===== src/rtl/i2a_pkg.sv =====
`default_nettype none
// ----------------------------------------------------------------------------
// i2a_pkg
// Shared types, constants and helpers for the integer to ASCII converter.
// ----------------------------------------------------------------------------
package i2a_pkg;

	// longest text: twenty unsigned decimal digits
	localparam int MaxChars     = 20;
	localparam int DigW         = MaxChars * 4;
	localparam int CntW         = 5;
	localparam int DefValueBits = 64;

	localparam logic [6:0] AsciiMinus = 7'h2D;
	localparam logic [6:0] AsciiZero  = 7'h30;
	// 'A' minus ten
	localparam logic [6:0] AsciiHexBase = 7'h37;

	// commands from the controller to the datapath
	typedef struct packed {
		logic load;
		logic conv_step;
		logic skip_step;
		logic emit_sign;
		logic emit_digit;
	} i2a_cmd_t;

	// status from the datapath to the controller
	typedef struct packed {
		logic is_hex;
		logic negative;
		logic conv_last;
		logic top_zero;
		logic cnt_one;
		logic out_free;
	} i2a_sts_t;

	// ascii code of one digit, 0-9 then A-F
	function automatic logic [6:0] hex_char(input logic [3:0] d);
		logic [6:0] r;
		if (d < 4'd10) begin
			r = AsciiZero + {3'b000, d};
		end else begin
			r = AsciiHexBase + {3'b000, d};
		end
		return r;
	endfunction

	// bits needed to hold the value n
	function automatic int num_bits(input int n);
		int r;
		r = 1;
		for (int i = 0; i < 31; i++) begin
			if ((1 << i) <= n) begin
				r = i + 1;
			end
		end
		return r;
	endfunction

endpackage
`default_nettype wire


===== src/rtl/i2a_dpath.sv =====
`default_nettype none
// ----------------------------------------------------------------------------
// i2a_dpath
// Operand load, bit-serial binary to BCD conversion, leading zero skip and
// the registered character output.
// ----------------------------------------------------------------------------
module i2a_dpath #(
	parameter int VALUE_BITS = i2a_pkg::DefValueBits
) (
	input  wire logic             clk,
	input  wire logic             arst_n,
	input  wire i2a_pkg::i2a_cmd_t cmd,
	output i2a_pkg::i2a_sts_t     sts,
	input  wire logic [1:0]       op,
	input  wire logic [63:0]      value,
	output logic                  out_valid,
	input  wire logic             out_ready,
	output logic [6:0]            char_code,
	output logic                  last
);
	import i2a_pkg::*;

	localparam int BitCntW = num_bits(VALUE_BITS);

	logic [VALUE_BITS-1:0] v_in;
	logic [VALUE_BITS-1:0] mag_in;
	logic                  neg_in;
	logic [VALUE_BITS-1:0] bin_q;
	logic [DigW-1:0]       dig_q;
	logic [DigW-1:0]       dig_adj;
	logic [BitCntW-1:0]    bitcnt_q;
	logic [CntW-1:0]       cnt_q;
	logic                  neg_q;
	logic                  out_valid_q;
	logic [6:0]            char_q;
	logic                  last_q;
	logic [3:0]            top_dig;

	// operand masking and magnitude of a negative signed value
	assign v_in   = value[VALUE_BITS-1:0];
	assign neg_in = (op == 2'b00) && v_in[VALUE_BITS-1];
	assign mag_in = neg_in ? ((~v_in) + {{(VALUE_BITS-1){1'b0}}, 1'b1}) : v_in;

	// add-three correction on every BCD digit before the shift
	always_comb begin
		for (int i = 0; i < MaxChars; i++) begin
			if (dig_q[i*4 +: 4] >= 4'd5) begin
				dig_adj[i*4 +: 4] = dig_q[i*4 +: 4] + 4'd3;
			end else begin
				dig_adj[i*4 +: 4] = dig_q[i*4 +: 4];
			end
		end
	end

	assign top_dig = dig_q[DigW-1 -: 4];

	// control registers
	always_ff @(posedge clk or negedge arst_n) begin
		if (!arst_n) begin
			out_valid_q <= 1'b0;
			bitcnt_q    <= '0;
			cnt_q       <= '0;
			neg_q       <= 1'b0;
		end else begin
			if (cmd.load) begin
				bitcnt_q <= BitCntW'(VALUE_BITS);
				cnt_q    <= CntW'(MaxChars);
				neg_q    <= neg_in;
			end else if (cmd.conv_step) begin
				bitcnt_q <= bitcnt_q - BitCntW'(1);
			end else if (cmd.skip_step || cmd.emit_digit) begin
				cnt_q <= cnt_q - CntW'(1);
			end
			if (cmd.emit_sign || cmd.emit_digit) begin
				out_valid_q <= 1'b1;
			end else if (out_ready) begin
				out_valid_q <= 1'b0;
			end
		end
	end

	// digit and operand shift registers
	always_ff @(posedge clk) begin
		if (cmd.load) begin
			bin_q <= mag_in;
			if (op[1]) begin
				dig_q <= {{(DigW-VALUE_BITS){1'b0}}, v_in};
			end else begin
				dig_q <= '0;
			end
		end else if (cmd.conv_step) begin
			bin_q <= {bin_q[VALUE_BITS-2:0], 1'b0};
			dig_q <= {dig_adj[DigW-2:0], bin_q[VALUE_BITS-1]};
		end else if (cmd.skip_step || cmd.emit_digit) begin
			dig_q <= {dig_q[DigW-5:0], 4'h0};
		end
	end

	// output word register
	always_ff @(posedge clk) begin
		if (cmd.emit_sign) begin
			char_q <= AsciiMinus;
			last_q <= 1'b0;
		end else if (cmd.emit_digit) begin
			char_q <= hex_char(top_dig);
			last_q <= (cnt_q == CntW'(1));
		end
	end

	assign out_valid = out_valid_q;
	assign char_code = char_q;
	assign last      = last_q;

	// status to the controller
	always_comb begin
		sts.is_hex    = op[1];
		sts.negative  = neg_q;
		sts.conv_last = (bitcnt_q == BitCntW'(1));
		sts.top_zero  = (top_dig == 4'h0);
		sts.cnt_one   = (cnt_q == CntW'(1));
		sts.out_free  = !out_valid_q || out_ready;
	end

endmodule
`default_nettype wire


===== src/rtl/i2a_ctrl.sv =====
`default_nettype none
// ----------------------------------------------------------------------------
// i2a_ctrl
// Sequencer: accept, convert, skip leading zeros, sign, then emit digits.
// ----------------------------------------------------------------------------
module i2a_ctrl (
	input  wire logic              clk,
	input  wire logic              arst_n,
	input  wire logic              in_valid,
	output logic                   in_ready,
	input  wire i2a_pkg::i2a_sts_t sts,
	output i2a_pkg::i2a_cmd_t      cmd
);
	import i2a_pkg::*;

	typedef enum logic [4:0] {
		ST_IDLE = 5'b00001,
		ST_CONV = 5'b00010,
		ST_SKIP = 5'b00100,
		ST_SIGN = 5'b01000,
		ST_EMIT = 5'b10000
	} state_t;

	state_t state_q;
	state_t state_d;

	// next state and commands
	always_comb begin
		state_d  = state_q;
		cmd      = '0;
		in_ready = 1'b0;
		case (state_q)
			ST_IDLE: begin
				in_ready = 1'b1;
				if (in_valid) begin
					cmd.load = 1'b1;
					state_d  = sts.is_hex ? ST_SKIP : ST_CONV;
				end
			end
			ST_CONV: begin
				cmd.conv_step = 1'b1;
				if (sts.conv_last) begin
					state_d = ST_SKIP;
				end
			end
			ST_SKIP: begin
				if (sts.top_zero && !sts.cnt_one) begin
					cmd.skip_step = 1'b1;
				end else begin
					state_d = sts.negative ? ST_SIGN : ST_EMIT;
				end
			end
			ST_SIGN: begin
				if (sts.out_free) begin
					cmd.emit_sign = 1'b1;
					state_d       = ST_EMIT;
				end
			end
			ST_EMIT: begin
				if (sts.out_free) begin
					cmd.emit_digit = 1'b1;
					if (sts.cnt_one) begin
						state_d = ST_IDLE;
					end
				end
			end
			default: begin
				state_d = ST_IDLE;
			end
		endcase
	end

	// state register
	always_ff @(posedge clk or negedge arst_n) begin
		if (!arst_n) begin
			state_q <= ST_IDLE;
		end else begin
			state_q <= state_d;
		end
	end

	// at most one datapath command per cycle
	a_one_cmd: assert property (@(posedge clk) disable iff (!arst_n)
		$onehot0({cmd.load, cmd.conv_step, cmd.skip_step, cmd.emit_sign, cmd.emit_digit}))
		else $error("i2a_ctrl: more than one datapath command");

	// a character is only written into a free output register
	a_emit_free: assert property (@(posedge clk) disable iff (!arst_n)
		(cmd.emit_sign || cmd.emit_digit) |-> sts.out_free)
		else $error("i2a_ctrl: character written over a pending word");

	// skipping never drops a nonzero digit or the final digit
	a_skip_zero: assert property (@(posedge clk) disable iff (!arst_n)
		cmd.skip_step |-> (sts.top_zero && !sts.cnt_one))
		else $error("i2a_ctrl: skipped a significant digit");

	// the final digit returns the sequencer to idle
	a_last_idle: assert property (@(posedge clk) disable iff (!arst_n)
		(cmd.emit_digit && sts.cnt_one) |=> (state_q == ST_IDLE))
		else $error("i2a_ctrl: no return to idle after final digit");

endmodule
`default_nettype wire


===== src/rtl/integer_to_ascii_converter.sv =====
`default_nettype none
// ----------------------------------------------------------------------------
// integer_to_ascii_converter
// Converts one integer to signed decimal, unsigned decimal or uppercase
// hexadecimal ASCII text, one character per output word, last one marked.
// ----------------------------------------------------------------------------
// One number is worked on at a time. After the input word is taken, a decimal
// conversion runs one shift-and-add-three step per operand bit; hexadecimal
// skips this. Leading zero digits of the twenty-digit register are then
// dropped at one per cycle (up to 19). A minus sign for a negative number and
// then each character leave when the output side is ready. The last character
// sits in the output register while the next number is already accepted.
module integer_to_ascii_converter #(
	parameter int VALUE_BITS = i2a_pkg::DefValueBits
) (
	input  wire logic        clk,
	input  wire logic        arst_n,
	input  wire logic        in_valid,
	output logic             in_ready,
	input  wire logic [1:0]  op,
	input  wire logic [63:0] value,
	output logic             out_valid,
	input  wire logic        out_ready,
	output logic [6:0]       char_code,
	output logic             last
);
	import i2a_pkg::*;

	i2a_cmd_t cmd;
	i2a_sts_t sts;

	// sequencer
	i2a_ctrl u_ctrl (
		.clk      (clk),
		.arst_n   (arst_n),
		.in_valid (in_valid),
		.in_ready (in_ready),
		.sts      (sts),
		.cmd      (cmd)
	);

	// conversion datapath and output register
	i2a_dpath #(
		.VALUE_BITS (VALUE_BITS)
	) u_dpath (
		.clk       (clk),
		.arst_n    (arst_n),
		.cmd       (cmd),
		.sts       (sts),
		.op        (op),
		.value     (value),
		.out_valid (out_valid),
		.out_ready (out_ready),
		.char_code (char_code),
		.last      (last)
	);

endmodule
`default_nettype wire

===== config.mk =====
export PLATFORM = sky130hd
export DESIGN_NAME = integer_to_ascii_converter
export DESIGN_NICKNAME = d
export VERILOG_FILES = /design/src/rtl/i2a_pkg.sv /design/src/rtl/i2a_dpath.sv /design/src/rtl/i2a_ctrl.sv /design/src/rtl/integer_to_ascii_converter.sv
export SDC_FILE = /design/constraint.sdc
export NUM_CORES = 1
export LEC_CHECK = 0
export BUFFER_PORTS_ARGS = -buffer_cell sky130_fd_sc_hd__buf_2
export CAP_MARGIN = 20
export CORE_ASPECT_RATIO = 0.9
export CORE_MARGIN = 5
export CORE_UTILIZATION = 61
export CTS_CLUSTER_DIAMETER = 30
export DETAILED_ROUTE_END_ITERATION = 8
export GPL_TIMING_DRIVEN = 0
export PLACE_DENSITY_LB_ADDON = 0.2
export SLEW_MARGIN = 15
export SYNTH_ARGS = -nofsm -noshare
export SYNTH_HDL_FRONTEND = slang
export SYNTH_SLANG_ARGS = --single-unit

===== constraint.sdc =====
create_clock -name clk -period 4.64 [get_ports clk]
set_input_delay 1.392 -clock clk [delete_from_list [all_inputs] [get_ports clk]]
set_output_delay 1.392 -clock clk [all_outputs]
set_load 0.01 [all_outputs]

Yosys cells after proc, flatten, opt, wreduce, memory -nomap -nowiden
Cells that the tools add are included.
{"block": "classes", "addsub": 25, "order_cmp": 21, "eq_ne": 14, "muxes": 53, "bitwise": 1, "reduce_logical": 15}
{"cell": "$mux 64", "count": 4}
{"cell": "$mux 80", "count": 3}
{"cell": "$ge 4x3->1 const B", "count": 20}
{"cell": "$add 4x2->4 const B", "count": 19}
{"cell": "$mux 4", "count": 19}
{"cell": "$add 64x1->64 const B", "count": 1}
{"cell": "$not 64->64", "count": 1}
{"cell": "$mux 5", "count": 10}
{"cell": "$pmux 5 s5", "count": 1}
{"cell": "$mux 7", "count": 3}
{"cell": "$add 6x4->7 const A", "count": 2}
{"cell": "$mux 1", "count": 11}
{"cell": "$eq 5x1->1 const B", "count": 2}
{"cell": "$ne 2x2->1 const B", "count": 5}
{"cell": "$eq 7x1->1 const B", "count": 1}
{"cell": "$sub 7x1->7 const B", "count": 1}
{"cell": "$mux 3", "count": 2}
{"cell": "$reduce_and 6->1", "count": 1}
{"cell": "$reduce_bool 2->1", "count": 3}
{"cell": "$eq 5x2->1 const B", "count": 1}
{"cell": "$eq 5x3->1 const B", "count": 1}
{"cell": "$eq 5x4->1 const B", "count": 1}
{"cell": "$eq 5x5->1 const B", "count": 1}
{"cell": "$sub 5x1->5 const B", "count": 1}
{"cell": "10 further kinds", "count": 15}
{"block": "word_totals", "ff_bits": 171, "input_bits": 70, "output_inout_bits": 10, "elab_cells": 138}

Logic depth before layout (Yosys ltp)
Gate-level depths: netlist (run 1).
{"block": "logic_depth", "ltp_word": 9, "mapped_depth": 9, "depth_no_buf": 8}

By module
A second synthesis (run 1) with hierarchy kept.
{"block": "unflattened", "cells_unflattened": 1277, "area_unflattened_um2": 11758.8}
{"mod": "i2a_dpath", "n_inst": 1, "cells_each": 1222, "area_per_inst_um2": 11305.8, "seq_area_each_um2": 4834.6}
{"mod": "i2a_ctrl", "n_inst": 1, "cells_each": 55, "area_per_inst_um2": 452.9, "seq_area_each_um2": 126.4}

Worst setup path after synthesis (run 1)
OpenSTA, ideal clock, no wires.
{"block": "synth_path", "kind": "input-to-reg", "startpoint": "in in_valid", "endpoint": "reg u_dpath.dig_q[0] (enable)", "setup_time_ns": 0.797, "t_arrival_ns": 3.571, "required_time_ns": 3.843, "slack_ns": 0.272, "path_stages": 5, "n_path_buf": 2, "path_cell_list": "and2_1 -> buf_2 -> nor2_1 -> clkbuf_1 -> nand2_1"}
{"block": "synth_via", "elab_chain_cells": 3}
{"element": "start: declaration", "line_no": "integer_to_ascii_converter.sv:18", "source": "input wire logic in_valid,"}
{"element": "$mux 1", "line_no": "i2a_ctrl.sv:35", "source": "if (in_valid) begin"}
{"element": "$mux 1", "line_no": "i2a_ctrl.sv:32", "source": "case (state_q)"}
{"element": "$reduce_bool 3->1 (no line)"}
{"element": "end signal: assignment", "line_no": "i2a_dpath.sv:87", "source": "dig_q <= {{(DigW-VALUE_BITS){1'b0}}, v_in};"}
{"element": "end signal: assignment", "line_no": "i2a_dpath.sv:93", "source": "dig_q <= {dig_adj[DigW-2:0], bin_q[VALUE_BITS-1]};"}
{"element": "end signal: assignment", "line_no": "i2a_dpath.sv:95", "source": "dig_q <= {dig_q[DigW-5:0], 4'h0};"}
{"element": "end: declaration", "line_no": "i2a_dpath.sv:29", "source": "logic [DigW-1:0] dig_q;"}
No other way between the ends.
A chain may end at the register's enable or synchronous reset.

Worst setup path after layout (run 1)
{"block": "layout_path", "startpoint": "in value[23]", "endpoint": "reg u_dpath.bin_q[37] (data pin)"}
{"block": "layout_via", "elab_chain_cells": 4}
{"element": "start: declaration", "line_no": "integer_to_ascii_converter.sv:21", "source": "input wire logic [63:0] value,"}
{"element": "$not 64->64", "line_no": "i2a_dpath.sv:42", "source": "assign mag_in = neg_in ? ((~v_in) + {{(VALUE_BITS-1){1'b0}}, 1'b1}) : v_in;"}
{"element": "$add 64x1->64", "line_no": "i2a_dpath.sv:42"}
{"element": "$mux 64", "line_no": "i2a_dpath.sv:42"}
{"element": "$mux 64", "line_no": "i2a_dpath.sv:84", "source": "if (cmd.load) begin"}
{"element": "end signal: assignment", "line_no": "i2a_dpath.sv:85", "source": "bin_q <= mag_in;"}
{"element": "end signal: assignment", "line_no": "i2a_dpath.sv:92", "source": "bin_q <= {bin_q[VALUE_BITS-2:0], 1'b0};"}
{"element": "end: declaration", "line_no": "i2a_dpath.sv:28", "source": "logic [VALUE_BITS-1:0] bin_q;"}
No other way between the ends.

==> results of run 1 <==
-- layout make-up --
class                   count  area [sq um]
multi-input cells         838          5280
inverters                  59           221
clock inverters            15           139
repair buffers             81           443
plain buffers              55           240
flip-flops and latches    171          4960
clock buffers              17           425
well taps                 240           300
fillers                  1378          5430
-- Yosys cell counts (5+ instances only) --
cell      number  area [sq um]
nor3b_1       34           255
nor3_1        26           130
xor2_1        23           201
or3_1          5          31.3
nor2_1        65           244
a41oi_1        5          43.8
o221ai_1      18           158
o31ai_1        9          67.6
xnor2_1       64           561
and3_1         5          31.3
a22oi_1       34           255
nand3_1       22           110
buf_1          6          22.5
nand2b_1      20           125
inv_1         57           214
dfrtp_1       18           450
a31oi_1       18           113
nand2_1      110           413
a21oi_1       86           430
clkbuf_1      42           158
a221o_1       10           100
o21bai_1       5          37.5
nand4_1        6          37.5
nor4_1        13          81.3
nor2b_1       12          75.1
o21ai_0      152           761
dfxtp_1        8           160
ha_1          45           563
edfxtp_1     144          4320
-- flip-flops by register name (all words and copies together), names as in the netlist --
| signal | count |
|---|---|
| u_dpath.neg_q | 1 |
| u_ctrl.state_q | 5 |
| u_dpath.last | 1 |
| u_dpath.dig_q | 80 |
| u_dpath.bin_q | 64 |
| u_dpath.cnt_q | 5 |
| u_dpath.out_valid | 1 |
| u_dpath.char_code | 7 |
| u_dpath.bitcnt_q | 7 |
-- worst max path at each step --
stage / startpoint / endpoint / slack, ps / depth (start not counted)
final: value[23] / u_dpath.bin_q[37]$_DFFE_PP_ / 610 / 7
after floorplan: in_valid / u_dpath.dig_q[0]$_DFFE_PP_ / 270 / 5
after global routing: value[0] / u_dpath.bin_q[52]$_DFFE_PP_ / 520 / 9
after CTS: value[0] / u_dpath.bin_q[52]$_DFFE_PP_ / 820 / 9
after global placement: in_valid / u_dpath.dig_q[33]$_DFFE_PP_ / -1360 / 6
after detailed placement: value[0] / u_dpath.bin_q[52]$_DFFE_PP_ / 370 / 9
-- layout by cell type, fill, tap and decap left out, types with 20 or more instances in the layout --
cell	count
nor2_1	65
inv_1	57
nor3b_1	34
nand2_1	109
nand3_1	22
nor3_1	26
o21ai_0	152
xnor2_1	64
a22oi_1	34
ha_1	45
clkbuf_1	41
nand2b_1	20
buf_2	82
a21oi_1	86
xor2_1	23
edfxtp_1	144
-- power by group --
| group | switching [mW] | internal (mW) | total (mW) |
|---|---|---|---|
| sequential | 0.551 | 2.84 | 3.39 |
| clock | 0.649 | 0.746 | 1.40 |
| combinational | 2.20 | 1.37 | 3.57 |
-- cell families after synthesis --
family / count (synthesis) / share of synthesized area [%]
compound gates: 358 / 19.9
xor+xnor: 87 / 7.13
fa+ha+maj: 45 / 5.27
buf+inv: 114 / 4.28
flops: 171 / 46.4
mux: 1 / 0.0936
simple gates: 347 / 16.9
-- through the flow --
step           power, mW  hold slack (ps)  util (%)  area, sq um
4_1_cts             8.30              473      68.9        12000
6_report            8.35              473      68.9        12000
3_5_place_dp        6.88              456      65.6        11400
5_1_grt             8.94              505      68.9        12000
3_3_place_gp        6.75              445      65.3        11400
2_1_floorplan       5.85              470         -        10700
-- worst max-delay path: stages --
cell and delay, ps:
buf_2 150, or4_4 550, nor4_1 790, nand4_1 550
o41ai_1 510, xor2_1 170, o21ai_0 90
-- layer usage --
layer / track usage (%) / part of all wire (%) / vias to the layer above / wire length (microns)
li1: - / - / 4354 / -
met1: 42.7 / 43 / 4407 / 12600
met2: 43.6 / 44 / 550 / 12800
met3: 7.13 / 11 / 51 / 3350
met4: 9.35 / 1.9 / 2 / 566
met5: 2.00 / 0.19 / - / 55
==> impl_metrics.yaml, run 1 <==
clock_tree:
  h-tree-depth: 4
  postCtsHoldBufs: 0
  cts_tree: "built"
  root_buffer: "clkbuf_16"
  cts.sinks: 171
  clk_pin_slew_ps: 70
  clockBufferDepth: 2
  post_cts_buffers: 0
  post_cts_resized: 0
  cts_buffers: 17
  clkLatencyLatePin_ps: 440
floorplan:
  coreArea_sq_um: 17400
  initial_core_util_pct: 61.3
  dieArea_sq_um: 20300
  num_rows: 46
  num_io_pins: 80
  die-height_microns: 136
  die_w_microns: 150
sta:
  fin_ws_ps: 608
  skew_ps: 7.70
  hold_viol_final: 0
  finalSetupViolCount: 0
  max_freq_ghz: 0.248
  setup-tns-final_ps: 0
  period_minus_slack_ps: 4030
  timing.slew.headroom_pct: 31.3
  period_share_pct: 86.9
  tightestPinTransition_ps: 1020
  slew_viol_final: 0
  rsz0062_at_grt: "false"
synth:
  synth_edf_count: 144
  yosysUniqueCellTypes: 64
  synthFlopType: "edfxtp_1"
  ys_warn_count: 0
  syn-num-nets: 1238
  postSynthAreaPerCell_sq_um: 9.52
  postSynthCellCount: 1123
  async_reset_ff_share_pct: 11.1
  yosys_register_bits: 171
  synth_area_sq_um: 10700
  seq_area_frac_synth_pct: 46.4
placed_design:
  portBuffers: 79
  place.gp.congestion: 0.920
  dp_cells: 1444
  hpwl_microns: 20800
  place_ws_ps: 365
power_and_ir_drop:
  ir_worst_vdd_mv: 0.357
  p_leak_nw: 4.47
  power_density_nw_per_um2: 696
critical_path:
  timing.rr.start: "u_ctrl.state_q[2]$_DFFE_PN0P_"
  r2r_end: "u_dpath.dig_q[12]$_DFFE_PP_"
  critPathLaunchType: "primary input"
  crit_fanout: 5
  rr_worst_depth: 9
  critPathCaptureType: "register"
  required_ps: 4810
  crit_type: "in2reg"
  arrival_ps: 4210
  r2r_setup_slack_ps: 1240
grt:
  antenna_found_initial: 0
  grt_overflow: 0
  grt_pass1_vias: 8778
  grt_pass1_wl_microns: 46500
  grt_max_degree: 45
  grt_util_all_layers_pct: 29.4
final_layout:
  syn_to_final_growth_pct: 12.3
  finalNonFillerCells: 1476
  drive_gt1_share_pct: 10.5
  diodes: 0
  final_nets: 1338
route:
  wl_per_cell_microns: 19.9
  routed_wl_microns: 29400
  routed_via_density: 6.34
  dr.pass1.iters: 5
  num_vias: 9364
  drc: 0
  ant_nets: 0
  first_iter_violations: 1171
min_path:
  worstHoldPathCells: 2
  hold_path_class: "reg2reg"
  hp-start: "u_dpath.char_code[2]$_SDFFE_PP1P_"
  whs_endpoint: "u_dpath.char_code[2]$_SDFFE_PP1P_"
job:
  max_cap_viol_count: 0
run_status:
  status: "completed"
Power figures use the tool's default switching activity.
==> run 2: changes to the inputs <==
Settings changed: BUFFER_PORTS_ARGS -buffer_cell sky130_fd_sc_hd__buf_2 to default, CORE_UTILIZATION 61 to 65, DONT_BUFFER_PORTS from default to 1, SLEW_MARGIN 15 to 20.
==> impl_metrics.yaml, run 2 (synthesis gave the netlist of run 1 again) <==
grt:
  grt_util_all_layers_pct: 29.7
  grt_pass1_vias: 8667
  grt_max_degree: 50
  grt_pass1_wl_microns: 46100
  grt_overflow: 0
  antenna_found_initial: 0
critical_path:
  r2r_end: "u_dpath.dig_q[31]$_DFFE_PP_"
  crit_fanout: 7
  critical_path.startpoint: "value[0]"
  crit_type: "in2reg"
  rr_worst_depth: 9
  required_ps: 4830
  arrival_ps: 3980
  r2r_setup_slack_ps: 1220
  critPathCaptureType: "register"
  cp-endpoint: "u_dpath.bin_q[60]$_DFFE_PP_"
  timing.rr.start: "u_ctrl.state_q[2]$_DFFE_PN0P_"
  critPathLaunchType: "primary input"
clock_tree:
  postCtsHoldBufs: 0
  cts.sinks: 171
  post_cts_buffers: 0
  root_buffer: "clkbuf_16"
  cts_buffers: 17
  clockBufferDepth: 2
  clkLatencyLatePin_ps: 440
  post_cts_resized: 0
  h-tree-depth: 4
  cts_tree: "built"
  clk_pin_slew_ps: 60
sta:
  holdWs_ps: 511
  rsz0062_at_grt: "false"
  finalSetupViolCount: 0
  timing.slew.headroom_pct: 37.6
  fin_ws_ps: 850
  period_share_pct: 81.7
  period_minus_slack_ps: 3790
  skew_ps: 12.0
  hold_viol_final: 0
  max_freq_ghz: 0.264
  slew_viol_final: 0
  tightestPinTransition_ps: 929
  setup-tns-final_ps: 0
power_and_ir_drop:
  p_leak_nw: 4.17
  power_density_nw_per_um2: 720
  ir_worst_vdd_mv: 0.399
floorplan:
  die_w_microns: 145
  num_io_pins: 80
  dieArea_sq_um: 19100
  die-height_microns: 132
  coreArea_sq_um: 16100
  num_rows: 44
  initial_core_util_pct: 66.3
final_layout:
  syn_to_final_growth_pct: 8.46
  largest_reg_flops: 80
  final_cell_mix: "o21ai_0, edfxtp_1, nand2_1"
  final_common_cell: "o21ai_0"
  drive_gt1_share_pct: 3.98
  final_core_util_pct: 71.9
  diodes: 0
  top_regs: "u_dpath.dig_q (80), u_dpath.bin_q (64)"
  regMostFlops: "u_dpath.dig_q"
  final_nets: 1259
route:
  top_layer: "met4"
  wl_met3_microns: 3710
  wl_met1_microns: 12100
  drc: 0
  routed_wl_microns: 29200
  wl_per_cell_microns: 21.4
  first_iter_violations: 1196
  routed_via_density: 6.68
  wl_met2_microns: 12800
  dr.pass1.iters: 8
  ant_nets: 0
  num_vias: 9107
placed_design:
  hpwl_microns: 20400
  portBuffers: 0
  place.gp.congestion: 0.910
  place_ws_ps: 552
job:
  max_cap_viol_count: 0
min_path:
  hold_path_class: "reg2reg"
  hp-start: "u_dpath.bitcnt_q[6]$_DFFE_PN0P_"
run_status:
  status: "completed"
run 2: changes by cell type in the layout (fill, tap and decap cells not counted), sizes merged:
cell and delta:
bufinv +2, buf -79, inv -5, clkinvlp -3, clkbuf +7, clkinv -1
run 2: power by group:
| group | internal, mW | total (mW) | switching, mW |
|---|---|---|---|
| combinational | 1.33 | 3.46 | 2.13 |
| clock | 0.859 | 1.47 | 0.610 |
| sequential | 2.84 | 3.42 | 0.580 |
run 2: metrics by stage:
step           power [mW]  cell area [sq um]  instances
2_1_floorplan        5.85              10700       1123
3_3_place_gp         6.64              10900       1330
3_5_place_dp         6.81              11000       1332
4_1_cts              8.28              11600       1364
5_1_grt              8.91              11600       1364
6_report             8.35              11600       1364
run 2: cell type report:
class	instances	area, sq um
repair buffers	2	55.1
flip-flops and latches	171	4960
well taps	207	259
plain buffers	55	240
clock inverters	8	118
inverters	59	221
fillers	1218	4540
clock buffers	24	462
multi-input cells	838	5280
run 2: worst min-delay path by stage:
stage | endpoint | slack [ps] | cells after the start
finish | u_dpath.bitcnt_q[6]$_DFFE_PN0P_ | 510 | 2
global route | u_dpath.bin_q[33]$_DFFE_PP_ | 530 | 2
CTS | u_dpath.bitcnt_q[6]$_DFFE_PN0P_ | 510 | 2
detailed placement | u_dpath.bitcnt_q[6]$_DFFE_PN0P_ | 490 | 2
global placement | u_dpath.bitcnt_q[6]$_DFFE_PN0P_ | 490 | 2
floorplan | u_dpath.neg_q$_DFFE_PN0P_ | 470 | 2
run 2: worst max-delay path: stages:
cell and delay (ps):
inv_1 50, ha_1 170, nor3b_1 590, nand4_1 450, nor4_4 830, a31oi_1 210, xnor2_1 190, o21ai_0 90
run 2: per-layer routing:
| layer | global-route usage (%) | vias up |
|---|---|---|
| met3 | 9.37 | 47 |
| met2 | 44.7 | 543 |
| met5 | 0 | - |
| met4 | 8.24 | 0 |
| met1 | 41.8 | 4324 |
| li1 | - | 4193 |
==> run 3: changes to the inputs <==
Settings changed: CORE_UTILIZATION 65 to 59.
Clock period 4.64 ns to 3.3 ns, I/O delays scaled along.
==> impl_metrics.yaml, run 3 (synthesis gave the netlist of run 1 again) <==
run_status:
  status: "completed"
critical_path:
  crit_type: "reg2reg"
  r2r_end: "u_dpath.dig_q[41]$_DFFE_PP_"
  critPathCaptureType: "register"
  crit_slowest_cell: "dfrtp_1"
  path_cells: "nor3_1 > nand3b_1 > inv_2 > and2_1 > buf_2 > nor2_2 > clkinv_1 > buf_4 > buf_16 > o21ai_0"
  crit_fanout: 49
  rr_worst_depth: 10
  critical_path.startpoint: "u_ctrl.state_q[3]$_DFFE_PN0P_"
  cp_top_family: "buffers and inverters"
  critPathLaunchType: "register"
  arrival_ps: 3340
  timing.rr.start: "u_ctrl.state_q[3]$_DFFE_PN0P_"
  critPathMaxStageDelay_ps: 430
  r2r_setup_slack_ps: 130
  required_ps: 3470
  critPathBufInv: 5
floorplan:
  die_w_microns: 152
  die-height_microns: 138
  num_io_pins: 80
  coreArea_sq_um: 17700
  initial_core_util_pct: 60.3
  num_rows: 46
  dieArea_sq_um: 20900
final_layout:
  regMostFlops: "u_dpath.dig_q"
  finalNonFillerCells: 1399
  fillers: 1472
  syn_to_final_growth_pct: 9.50
  drive_gt1_share_pct: 5.00
  final_common_cell: "o21ai_0"
  largest_reg_flops: 80
  final_cell_mix: "o21ai_0, edfxtp_1, nand2_1"
  regArea_sq_um: 4960
  top_regs: "u_dpath.dig_q (80), u_dpath.bin_q (64)"
  diodes: 0
  multi_input_area_sq_um: 5310
  final_core_util_pct: 66.0
  final_nets: 1261
clock_tree:
  h-tree-depth: 4
  cts.sinks: 171
  postCtsHoldBufs: 0
  clockBufferDepth: 2
  root_buffer: "clkbuf_16"
  cts_tree: "built"
  cts_buffers: 17
  clkLatencyLatePin_ps: 440
  clk_pin_slew_ps: 70
placed_design:
  hpwl_microns: 20600
  portBuffers: 0
  place.gp.congestion: 0.898
  dp_cells: 1365
route:
  first_iter_violations: 884
  routed_wl_microns: 29000
  ant_nets: 0
  num_vias: 8938
  drc: 0
  dr.pass1.iters: 6
  routed_via_density: 6.39
  wl_per_cell_microns: 20.8
sta:
  max_freq_ghz: 0.316
  slew_viol_final: 0
  hold_viol_final: 0
  holdWs_ps: 240
  period_share_pct: 96.0
  timing.slew.headroom_pct: 39.8
  period_minus_slack_ps: 3170
  setup-tns-final_ps: 0
  skew_ps: 16.0
  tightestPinTransition_ps: 903
  rsz0062_at_grt: "false"
  finalSetupViolCount: 0
grt:
  grt_pass1_vias: 8508
  antenna_found_initial: 0
  grt_max_degree: 55
  grt_pass1_wl_microns: 46200
  grt_util_all_layers_pct: 28.0
  grt_overflow: 0
power_and_ir_drop:
  power_density_nw_per_um2: 999
  ir_worst_vdd_mv: 0.622
  power_mw: 11.7
  p_leak_nw: 4.21
job:
  max_cap_viol_count: 0
min_path:
  hold_path_class: "in2async"
run 3: power by group:
group	switching, mW	internal [mW]
clock network	0.902	1.18
logic	2.96	1.88
registers	0.789	3.99
total	4.65	7.05
run 3: per-layer routing:
layer,track usage [%],share of wire (%),vias up,wire [microns]
met3,9.39,12,62,3390
met1,38.5,42,4232,12200
met2,42.2,44,446,12700
li1,-,-,4198,-
met5,0,0,-,0
met4,9.49,2.7,0,772
run 3: final cells by class:
| type | count | share of cell area, % |
|---|---|---|
| buffer | 55 | 2.06 |
| clock buffer | 22 | 4.33 |
| clock inverter | 10 | 0.844 |
| inverter | 59 | 1.89 |
| multi-input combinational | 838 | 45.3 |
| sequential | 171 | 42.4 |
| tap | 240 | 2.57 |
| timing repair buffer | 4 | 0.599 |
run 3: worst max path at each step:
stage	endpoint	slack (ps)	cells past startpoint
final	u_dpath.dig_q[41]$_DFFE_PP_	130	10
after global routing	u_dpath.dig_q[41]$_DFFE_PP_	2	10
after CTS	u_dpath.dig_q[41]$_DFFE_PP_	40	10
after detailed placement	u_dpath.bin_q[58]$_DFFE_PP_	-400	7
after global placement	u_dpath.dig_q[45]$_DFFE_PP_	-920	5
after floorplan	u_dpath.dig_q[0]$_DFFE_PP_	130	5
run 3: timing repair:
action | 4_1_cts | 5_1_grt
resized for setup | 1 | 6
setup buffers | 0 | 2
pin swaps | 0 | 1
setup endpoints to repair | 54 | 89
run 3: through the flow:
stage / cell area, sq um / setup WS (ps)
3_5_place_dp: 11100 / -398
6_report: 11700 / 131
4_1_cts: 11700 / 35.0
2_1_floorplan: 10700 / 129
3_3_place_gp: 11000 / -923
5_1_grt: 11700 / 2.04
